===== src/fmr_pkg.sv =====
// package for the fraction multiply reduce unit
// holds the sequencer state type, the divider control struct and width constants; no dependencies
`timescale 1ns / 1ps
`default_nettype none
package fmr_pkg;
  localparam int unsigned OPERAND_WIDTH_DEFAULT = 16;
  localparam int unsigned RESULT_WIDTH = 32;

  typedef enum logic [3:0] {
    ST_IDLE,
    ST_GCD_START,
    ST_GCD_DIV,
    ST_GCD_STEP,
    ST_QN_START,
    ST_QN_WAIT,
    ST_QD_START,
    ST_QD_WAIT,
    ST_MUL,
    ST_DONE
  } fmr_state_t;

  // divider control between sequencer and divider
  typedef struct packed {
    logic start;
  } fmr_div_ctl_t;
endpackage
`default_nettype wire


===== src/fmr_divider.sv =====
// restoring signed divider, one quotient bit per cycle, truncating like c
// depends on fmr_pkg
`timescale 1ns / 1ps
`default_nettype none
module fmr_divider #(
  parameter int unsigned W = 18
) (
  input  wire logic                 clk,
  input  wire logic                 rst,
  input  wire fmr_pkg::fmr_div_ctl_t ctl,
  input  wire logic signed [W-1:0]  dividend,
  input  wire logic signed [W-1:0]  divisor,
  output logic signed [W-1:0]       quotient,
  output logic signed [W-1:0]       remainder,
  output logic                      busy
);
  import fmr_pkg::*;

  localparam int unsigned CW = $clog2(W + 1);

  logic [W-1:0]  rem_acc;
  logic [W-1:0]  quo;
  logic [W-1:0]  dsr;
  logic [CW-1:0] count;
  logic          neg_q;
  logic          neg_r;
  logic [W:0]    trial;
  logic [W-1:0]  shifted;

  // one restoring step on magnitudes
  always_comb begin
    shifted = {rem_acc[W-2:0], quo[W-1]};
    trial   = {1'b0, shifted} - {1'b0, dsr};
  end

  always_ff @(posedge clk) begin
    if (rst) begin
      busy  <= 1'b0;
      count <= '0;
    end else if (ctl.start) begin
      busy    <= 1'b1;
      count   <= CW'(W);
      rem_acc <= '0;
      quo     <= dividend[W-1] ? -dividend : dividend;
      dsr     <= divisor[W-1] ? -divisor : divisor;
      neg_q   <= dividend[W-1] ^ divisor[W-1];
      neg_r   <= dividend[W-1];
    end else if (busy) begin
      if (trial[W]) begin
        rem_acc <= shifted;
        quo     <= {quo[W-2:0], 1'b0};
      end else begin
        rem_acc <= trial[W-1:0];
        quo     <= {quo[W-2:0], 1'b1};
      end
      count <= count - 1'b1;
      if (count == CW'(1)) busy <= 1'b0;
    end
  end

  assign quotient  = neg_q ? -quo : quo;
  assign remainder = neg_r ? -rem_acc : rem_acc;
endmodule
`default_nettype wire


===== src/fraction_multiply_reduce_unit.sv =====
// fraction multiply with euclid reduction, one shared sequential divider
// run time is data dependent: the steps of three euclid runs plus up to six
// divides, all on the divider, which is W = 2*OPERAND_WIDTH+2 bits wide;
// one transaction at a time, throughput set by the single bit-serial divider;
// ready again once the result sits in the output register
// synchronous active-high reset clears sequencer and output valid
`timescale 1ns / 1ps
`default_nettype none
module fraction_multiply_reduce_unit #(
  parameter int unsigned OPERAND_WIDTH = fmr_pkg::OPERAND_WIDTH_DEFAULT
) (
  input  wire logic                            clk,
  input  wire logic                            rst,
  input  wire logic                            in_valid,
  output logic                                 in_stall,
  input  wire logic signed [OPERAND_WIDTH-1:0] first_numerator,
  input  wire logic signed [OPERAND_WIDTH-1:0] first_denominator,
  input  wire logic signed [OPERAND_WIDTH-1:0] second_numerator,
  input  wire logic signed [OPERAND_WIDTH-1:0] second_denominator,
  output logic                                 out_valid,
  input  wire logic                            out_stall,
  output logic signed [fmr_pkg::RESULT_WIDTH-1:0] product_numerator,
  output logic signed [fmr_pkg::RESULT_WIDTH-1:0] product_denominator,
  output logic                                 zero_denominator
);
  import fmr_pkg::*;

  // products of reduced parts need 2*OW+1 bits; keep margin for negation
  localparam int unsigned W = 2 * OPERAND_WIDTH + 2;

  fmr_state_t state, state_next;
  logic [1:0] phase, phase_next;
  logic signed [W-1:0] n1, d1, n2, d2;
  logic signed [W-1:0] ga, gb;
  logic signed [W-1:0] cur_n, cur_d;
  logic signed [W-1:0] div_a, div_b;
  logic signed [W-1:0] quo, rem;
  logic signed [W-1:0] prod_n, prod_d;
  logic zero_den;
  logic div_busy;
  fmr_div_ctl_t div_ctl;

  fmr_divider #(.W(W)) u_div (
    .clk(clk), .rst(rst), .ctl(div_ctl), .dividend(div_a), .divisor(div_b),
    .quotient(quo), .remainder(rem), .busy(div_busy)
  );

  // operand pair under reduction for the current phase
  always_comb begin
    case (phase)
      2'd0:    begin cur_n = n1; cur_d = d1; end
      2'd1:    begin cur_n = n2; cur_d = d2; end
      default: begin cur_n = n1; cur_d = d1; end
    endcase
  end

  // reduced parts carry at most OPERAND_WIDTH+1 significant bits
  assign prod_n = W'($signed(n1[OPERAND_WIDTH:0])) * W'($signed(n2[OPERAND_WIDTH:0]));
  assign prod_d = W'($signed(d1[OPERAND_WIDTH:0])) * W'($signed(d2[OPERAND_WIDTH:0]));

  assign in_stall = (state != ST_IDLE);

  // sequencer next state
  always_comb begin
    state_next = state;
    phase_next = phase;
    div_ctl    = '0;
    div_a      = ga;
    div_b      = gb;
    unique case (state)
      ST_IDLE: if (in_valid) begin
        state_next = (first_denominator == '0 || second_denominator == '0)
                     ? ST_DONE : ST_GCD_START;
        phase_next = 2'd0;
      end
      ST_GCD_START: state_next = ST_GCD_DIV;
      ST_GCD_DIV: begin
        if (gb == '0) state_next = (ga == '0) ? ST_QN_START : ST_QN_START;
        else begin
          div_ctl.start = 1'b1;
          state_next    = ST_GCD_STEP;
        end
      end
      ST_GCD_STEP: if (!div_busy) state_next = ST_GCD_DIV;
      ST_QN_START: begin
        if (ga == '0) state_next = (phase == 2'd1) ? ST_MUL : ST_QD_WAIT;
        else begin
          div_a = cur_n; div_b = ga; div_ctl.start = 1'b1;
          state_next = ST_QN_WAIT;
        end
      end
      ST_QN_WAIT: if (!div_busy) state_next = ST_QD_START;
      ST_QD_START: begin
        div_a = cur_d; div_b = ga; div_ctl.start = 1'b1;
        state_next = ST_QD_WAIT;
      end
      ST_QD_WAIT: if (!div_busy) begin
        if (phase == 2'd0) begin
          phase_next = 2'd1; state_next = ST_GCD_START;
        end else if (phase == 2'd1) state_next = ST_MUL;
        else state_next = ST_DONE;
      end
      ST_MUL: begin
        phase_next = 2'd2; state_next = ST_GCD_START;
      end
      ST_DONE: if (!out_valid || !out_stall) state_next = ST_IDLE;
      default: state_next = ST_IDLE;
    endcase
  end

  always_ff @(posedge clk) begin
    if (rst) begin
      state     <= ST_IDLE;
      phase     <= 2'd0;
      out_valid <= 1'b0;
    end else begin
      state <= state_next;
      phase <= phase_next;
      if (state == ST_DONE && (!out_valid || !out_stall)) out_valid <= 1'b1;
      else if (out_valid && !out_stall) out_valid <= 1'b0;
    end
  end

  // datapath registers
  always_ff @(posedge clk) begin
    unique case (state)
      ST_IDLE: if (in_valid) begin
        n1 <= W'(first_numerator);
        d1 <= W'(first_denominator);
        n2 <= W'(second_numerator);
        d2 <= W'(second_denominator);
        zero_den <= (first_denominator == '0 || second_denominator == '0);
      end
      ST_GCD_START: begin ga <= cur_n; gb <= cur_d; end
      ST_GCD_STEP: if (!div_busy) begin ga <= gb; gb <= rem; end
      ST_QN_WAIT: if (!div_busy) begin
        if (phase == 2'd0) n1 <= quo; else if (phase == 2'd1) n2 <= quo;
        else n1 <= quo;
      end
      ST_QD_WAIT: if (!div_busy) begin
        if (phase == 2'd0) d1 <= quo; else if (phase == 2'd1) d2 <= quo;
        else d1 <= quo;
      end
      ST_MUL: begin
        n1 <= prod_n;
        d1 <= prod_d;
      end
      ST_DONE: if (!out_valid || !out_stall) begin
        zero_denominator    <= zero_den;
        product_numerator   <= zero_den ? '0 : RESULT_WIDTH'(n1);
        product_denominator <= zero_den ? '0 : RESULT_WIDTH'(d1);
      end
      default: ;
    endcase
  end

  // checks
  a_no_accept_busy: assert property (@(posedge clk) disable iff (rst)
    (state != ST_IDLE) |-> in_stall) else $error("accept while busy");
  a_div_idle_start: assert property (@(posedge clk) disable iff (rst)
    div_ctl.start |-> !div_busy) else $error("divider restarted while busy");
  a_zero_flag: assert property (@(posedge clk) disable iff (rst)
    (out_valid && zero_denominator) |-> (product_numerator == '0 &&
    product_denominator == '0)) else $error("zero denominator result nonzero");
endmodule
`default_nettype wire


===== config.mk =====
export PLATFORM = sky130hd
export DESIGN_NAME = fraction_multiply_reduce_unit
export DESIGN_NICKNAME = d
export VERILOG_FILES = /design/src/fmr_pkg.sv /design/src/fmr_divider.sv /design/src/fraction_multiply_reduce_unit.sv
export SDC_FILE = /design/constraint.sdc
export NUM_CORES = 2
export LEC_CHECK = 0
export BUFFER_PORTS_ARGS = -buffer_cell sky130_fd_sc_hd__buf_2
export CORE_MARGIN = 3
export CORE_UTILIZATION = 59
export DETAILED_ROUTE_END_ITERATION = 10
export GPL_TIMING_DRIVEN = 1
export MAX_ROUTING_LAYER = met4
export PLACE_DENSITY = 0.8
export RECOVER_POWER = 50
export SYNTH_ARGS = -nofsm -noshare
export SYNTH_HDL_FRONTEND = slang
export SYNTH_SLANG_ARGS = --single-unit

===== constraint.sdc =====
create_clock -name clk -period 8.5 [get_ports clk]
set_input_delay 1.275 -clock clk [delete_from_list [all_inputs] [get_ports clk]]
set_output_delay 1.275 -clock clk [all_outputs]
set_load 0.005 [all_outputs]

# After elaboration in Yosys (flattened, before gate mapping)

Cells that the tools add are included.
Widths: inputs -> output; s select.

Register bits: 388
Latch bits: 0
Memory bits (writable): 0
Memory bits (read-only): 0
Bits of input ports: 68
Output and inout port bits: 67
Logic and storage cells: 146
Memories kept: 0

Add/subtract/negate cells: 6
Multiply operators: 2
Divide/modulo/power cells: 0
Order comparisons: 0
Equality and inequality tests: 23
Shift operators: 0
Muxes and demuxes: 59
Bitwise operators: 2
Reduce and logical (&&, ||, !) cells: 32

Operator list:

| kind               | number |
|---|---|
| $mux 34            | 23 |
| $pmux 34 s2        | 6 |
| $pmux 34 s3        | 2 |
| $neg 34->34        | 4 |
| $logic_not 34->1   | 2 |
| $mul 17x17->34     | 2 |
| $pmux 4 s10        | 1 |
| $mux 4             | 9 |
| $sub 34x34->35     | 1 |
| $mux 33            | 1 |
| $logic_not 16->1   | 2 |
| $ne 2x2->1 const B | 10 |
| $eq 4x3->1 const B | 4 |
| $reduce_and 5->1   | 3 |
| $mux 6             | 2 |
| $reduce_and 4->1   | 3 |
| $reduce_and 2->1   | 5 |
| $reduce_bool 2->1  | 5 |
| $mux 1             | 9 |
| $eq 4x2->1 const B | 2 |
| $eq 4x4->1 const B | 2 |
| $eq 6x1->1 const B | 1 |
| $mux 2             | 3 |
| $ne 3x3->1 const B | 2 |
| other kinds (16)   | 20 |

# Depth between registers and ports, before layout

Depth after elaboration: 7
Depth in mapped cells: 26
Mapped depth without buffers: 24

# Modules after synthesis

A second synthesis with hierarchy kept.

Cell total of the unflattened synthesis: 4549
Area total of the unflattened synthesis: 43945.9 um^2

Modules (own cells, without submodules):

| module                        | instances | cells an instance | area each (um^2) | sequential area each (um^2) |
|---|---|---|---|---|
| fraction_multiply_reduce_unit | 1         | 3601              | 35205.0          | 8247.9 |
| fmr_divider                   | 1         | 948               | 8740.9           | 3263.1 |

# Worst setup path before layout

Ideal clock, no wire load.

Path kind: register to register
Start: register n1[10]
End: register n1[30] (data pin)
Setup time: 0.281 ns
Arrival time: 6.488 ns
Data required time: 8.219 ns
Slack: 1.731 ns
Cell stages (with the launch flop): 24
Path buffers: 2
Clock period less this slack: 6.769 ns
Cells stage by stage: edfxtp_1 -> clkbuf_1 -> clkbuf_1 -> nand2_1 -> fa_1 -> fa_1 -> fa_1 -> fa_1 -> inv_1 -> fa_1 -> inv_1 -> fa_1 -> inv_1 -> ha_1 -> a21o_1 -> a21o_1 -> a21oi_1 -> nor2_1 -> a311o_1 -> a311o_1 -> a2111oi_0 -> or3_1 -> xor2_1 -> o221ai_1

Word-level cells in the longest chain between the ends: 2

RTL lines:

| element                | line                                 | text |
|---|---|---|
| from (decl)            | fraction_multiply_reduce_unit.sv:33  | `logic signed [W-1:0] n1, d1, n2, d2;` |
| from (signal assigned) | fraction_multiply_reduce_unit.sv:128 | `n1 <= W'(first_numerator);` |
| from (signal assigned) | fraction_multiply_reduce_unit.sv:137 | `if (phase == 2'd0) n1 <= quo; else if (phase == 2'd1) n2 <= quo;` |
| from (signal assigned) | fraction_multiply_reduce_unit.sv:138 | `else n1 <= quo;` |
| $mul 17x17->34         | fraction_multiply_reduce_unit.sv:58  | `assign prod_n = W'($signed(n1[OPERAND_WIDTH:0])) * W'($signed(n2[OPERAND_WIDTH:0]));` |
| $pmux 34 s3            | fraction_multiply_reduce_unit.sv:126 | `unique case (state)` |

No other way between the ends.
A chain may end at the register's enable or synchronous reset.

# Final worst setup path

Start: register n1[10]
End: register n1[31] (data pin)

The elaborated chain is that of the path after synthesis.

==> run metrics <==
Tmin final about 7.5 ns; total negative setup slack 0 ns; violations in the final reports max-capacitance violations, max-slew violations; post-CTS setup repair buffer count 0; critical path data required time just under 9 ns; Placeable Area 0.0735 sq mm; status finished, violations left; met2 WL around 60000 microns; category of the worst setup path launch point register; Die Width 279 microns; Clock Root Buffer sky130_fd_sc_hd__clkbuf_16; row count 99; 1st-iter DRT viols between 4000 and 5000; data arrival time at the worst-slack endpoint around 7.7 ns; Pre-Repair DR Iteration Count 6; count of maximum capacitance violations 12; Final setup viols 0; share of synthesized area occupied by flip-flops and latches a little over a quarter; post-synthesis instance area ~0.044 sq mm; wire length reported by the detailed router roughly 130000 microns; average footprint of a synthesized cell a little under 10 sq um; share of the clock period used by the worst path after layout between 80% and 90%; via count of the first global-routing pass 34600; Sink Count just under 400; initial antenna violation count 8; DRC Markers 0; commonest non-fill, non-tap cell in the layout sky130_fd_sc_hd__inv_1; fill cell instance count of the final layout between 5000 and 6000; effective utilization at floorplan 59.9%; number of hold-slack violations in the final timing report 0; average routed wire per standard cell 23.9 microns; Post-Route Skew ~0.025 ns; detailed route wirelength on metal3 around 16000 microns; async set-or-reset flop fraction in the synthesized netlist 0%; class of the tightest hold or removal check reg -> reg; final HPWL from detailed placement roughly 100000 microns; total die area about 0.078 sq mm; critical path type reg -> reg; fraction of final layout cells with drive strength greater than 1 under 10%; total clock buffers created by CTS 43; Max FO, Critical Path 20; pin count of the biggest net entering global routing a little under 100; number of vias per cell after detailed routing 6.20; Clock Path Buffers 3; clock-pin slew on the worst setup and hold paths around 0.070 ns; number of buffers inserted for hold repair after clock tree synthesis 0; number of top-level design ports 135; number of buffer cells added on primary ports 134; global-route wire length before repair between 200000 and 250000 microns; highest-count cells in the layout ignoring fill and taps sky130_fd_sc_hd__inv_1 (677), sky130_fd_sc_hd__fa_1 (593), sky130_fd_sc_hd__nand2_1 (431); GP Congestion between 1 and 1.5; total number of vias approximately 34000; net total in the final layout around 5300; area taken by flip-flops and latches approximately 0.012 sq mm; Congestion Overflow GR 0; count of yosys warnings during synthesis 0; fin. max-slew vios about 600; combined area of the multi-input logic cells about 0.029 sq mm; clock tree from TritonCTS built; level count of the clock H-tree 2; unrepaired setup endpoints after global routing false; max frequency approximately 0.13 GHz; chip height about 280 microns; Synth Flop Type sky130_fd_sc_hd__edfxtp_1; worst relative slew slack -179%; Distinct cells, synth just over 80; Post-Route M1 WL roughly 48000 microns; Post-synth EDFFs roughly 370; highest routed metal layer met4; GRT Total Usage about a third; Tightest Pin Transition 4.19 ns; CP Capture Type register; number of nets still failing antenna checks after routing 0; signed area change from the synthesized netlist to the final layout 6.21%; number of instances in the synthesized netlist 4493; synthesized netlist net count between 5000 and 6000; Resized Gates After CTS 0; FF+latch count, synth about 390; insertion delay of the later-clocked pin in the worst-skew pair 0.61 ns
## final timing paths
check / startpoint / end / slack [ns] / cells past startpoint
worst min register to register: u_div.count[4]$_SDFFE_PP0P_ / u_div.count[4]$_SDFFE_PP0P_ / 0.57 / 2
worst max register to register: n1[10]$_DFFE_PP_ / n1[31]$_DFFE_PP_ / 1.00 / 21
worst max-delay path: n1[10]$_DFFE_PP_ / n1[31]$_DFFE_PP_ / 1.00 / 21
worst min-delay path: u_div.count[4]$_SDFFE_PP0P_ / u_div.count[4]$_SDFFE_PP0P_ / 0.57 / 2
## through the flow
stage	worst slack (ns)	utilization, %	std cells	hold slack (ns)	cell area [sq um]
5_1_grt	0.550	63.6	5470	0.598	46700
6_report	1.00	63.6	5470	0.572	46700
3_5_place_dp	1.18	61.7	5386	0.557	45300
3_3_place_gp	1.35	61.7	5386	0.547	45300
2_1_floorplan	1.73	-	4493	0.424	44000
4_1_cts	1.13	63.8	5464	0.570	46800
## cell usage after synthesis (12+ instances only)
cell	n	area (sq um)
sky130_fd_sc_hd__a221o_1	23	230
sky130_fd_sc_hd__a21oi_1	238	1190
sky130_fd_sc_hd__o21ai_1	18	90.1
sky130_fd_sc_hd__nor2_1	247	927
sky130_fd_sc_hd__a31oi_1	27	169
sky130_fd_sc_hd__o221ai_1	37	324
sky130_fd_sc_hd__o21a_1	14	105
sky130_fd_sc_hd__nand3_1	36	180
sky130_fd_sc_hd__clkbuf_1	202	758
sky130_fd_sc_hd__o21ai_0	127	636
sky130_fd_sc_hd__nand4_1	15	93.8
sky130_fd_sc_hd__mux2i_1	124	1240
sky130_fd_sc_hd__a21o_1	70	526
sky130_fd_sc_hd__inv_1	677	2540
sky130_fd_sc_hd__o31ai_1	24	180
sky130_fd_sc_hd__ha_1	210	2630
sky130_fd_sc_hd__edfxtp_1	374	11200
sky130_fd_sc_hd__o21bai_1	13	97.6
sky130_fd_sc_hd__a221oi_1	12	105
sky130_fd_sc_hd__and2_1	300	1880
sky130_fd_sc_hd__nand2b_1	25	156
sky130_fd_sc_hd__xor2_1	104	911
sky130_fd_sc_hd__nor2b_1	87	544
sky130_fd_sc_hd__nor4_1	32	200
sky130_fd_sc_hd__buf_2	19	95.1
sky130_fd_sc_hd__nor3_1	53	265
sky130_fd_sc_hd__and3_1	17	106
sky130_fd_sc_hd__mux2_2	13	146
sky130_fd_sc_hd__xnor2_1	122	1070
sky130_fd_sc_hd__nand2_1	432	1620
sky130_fd_sc_hd__or3_1	21	131
sky130_fd_sc_hd__a211oi_1	16	120
sky130_fd_sc_hd__dfxtp_1	14	280
sky130_fd_sc_hd__fa_1	593	11900
## registers in the layout, summed over array words and instances (netlist names), 2 cells and up
name	count
u_div.dsr	34
ga	34
phase	2
u_div.quo	34
u_div.rem_acc	34
d1	34
state	4
n2	34
product_numerator	32
u_div.count	6
product_denominator	32
gb	34
n1	34
d2	34
## kinds of logic (layout without fill, tap and decap cells)
logic type,Yosys count,after routing,share of synthesized area (%)
other,0,6,0
AO/OA/AOI/OAI,704,704,10.3
multiplexers,140,140,3.23
buffers and inverters,919,931,7.99
adder cells (fa/ha/maj),803,803,33.0
flip-flops,388,388,26.2
AND/OR/NAND/NOR,1313,1313,14.9
XOR/XNOR,226,226,4.50
## final cells by class
class / instances / share of cell area [%]
antenna: 6 / 0.0321
clock buffer: 49 / 2.39
clock inverter: 29 / 0.811
inverter: 677 / 5.44
multi-input combinational: 3186 / 62.2
sequential: 388 / 24.6
tap: 959 / 2.57
timing repair buffer: 176 / 1.91
## worst max-delay path: stages, from the launching register on
cell	delay [ns]
sky130_fd_sc_hd__edfxtp_1	0.93
sky130_fd_sc_hd__nand2_1	0.17
sky130_fd_sc_hd__fa_1	0.54
sky130_fd_sc_hd__fa_1	0.58
sky130_fd_sc_hd__fa_1	0.46
sky130_fd_sc_hd__fa_1	0.55
sky130_fd_sc_hd__inv_1	0.05
sky130_fd_sc_hd__fa_1	0.48
sky130_fd_sc_hd__inv_1	0.05
sky130_fd_sc_hd__fa_1	0.47
sky130_fd_sc_hd__inv_1	0.05
sky130_fd_sc_hd__ha_1	0.31
sky130_fd_sc_hd__a21o_1	0.17
sky130_fd_sc_hd__a21o_1	0.18
sky130_fd_sc_hd__a2111oi_0	0.37
sky130_fd_sc_hd__o21ai_0	0.19
sky130_fd_sc_hd__nand3_1	0.20
sky130_fd_sc_hd__o21ai_0	0.21
sky130_fd_sc_hd__a311oi_1	0.55
sky130_fd_sc_hd__nor2_1	0.16
sky130_fd_sc_hd__a221oi_1	0.31
sky130_fd_sc_hd__o221ai_1	0.14
## metal layers
layer | vias up | track usage (%)
li1 | 14700 | -
met1 | 16700 | 43.7
met2 | 2060 | 54.1
met3 | 441 | 9.68
met4 | 0 | 16.1
met5 | - | -
Power is left out: the tool's default activity adds up to more than one toggle a clock period on the data nets, which glitch-free logic cannot reach.
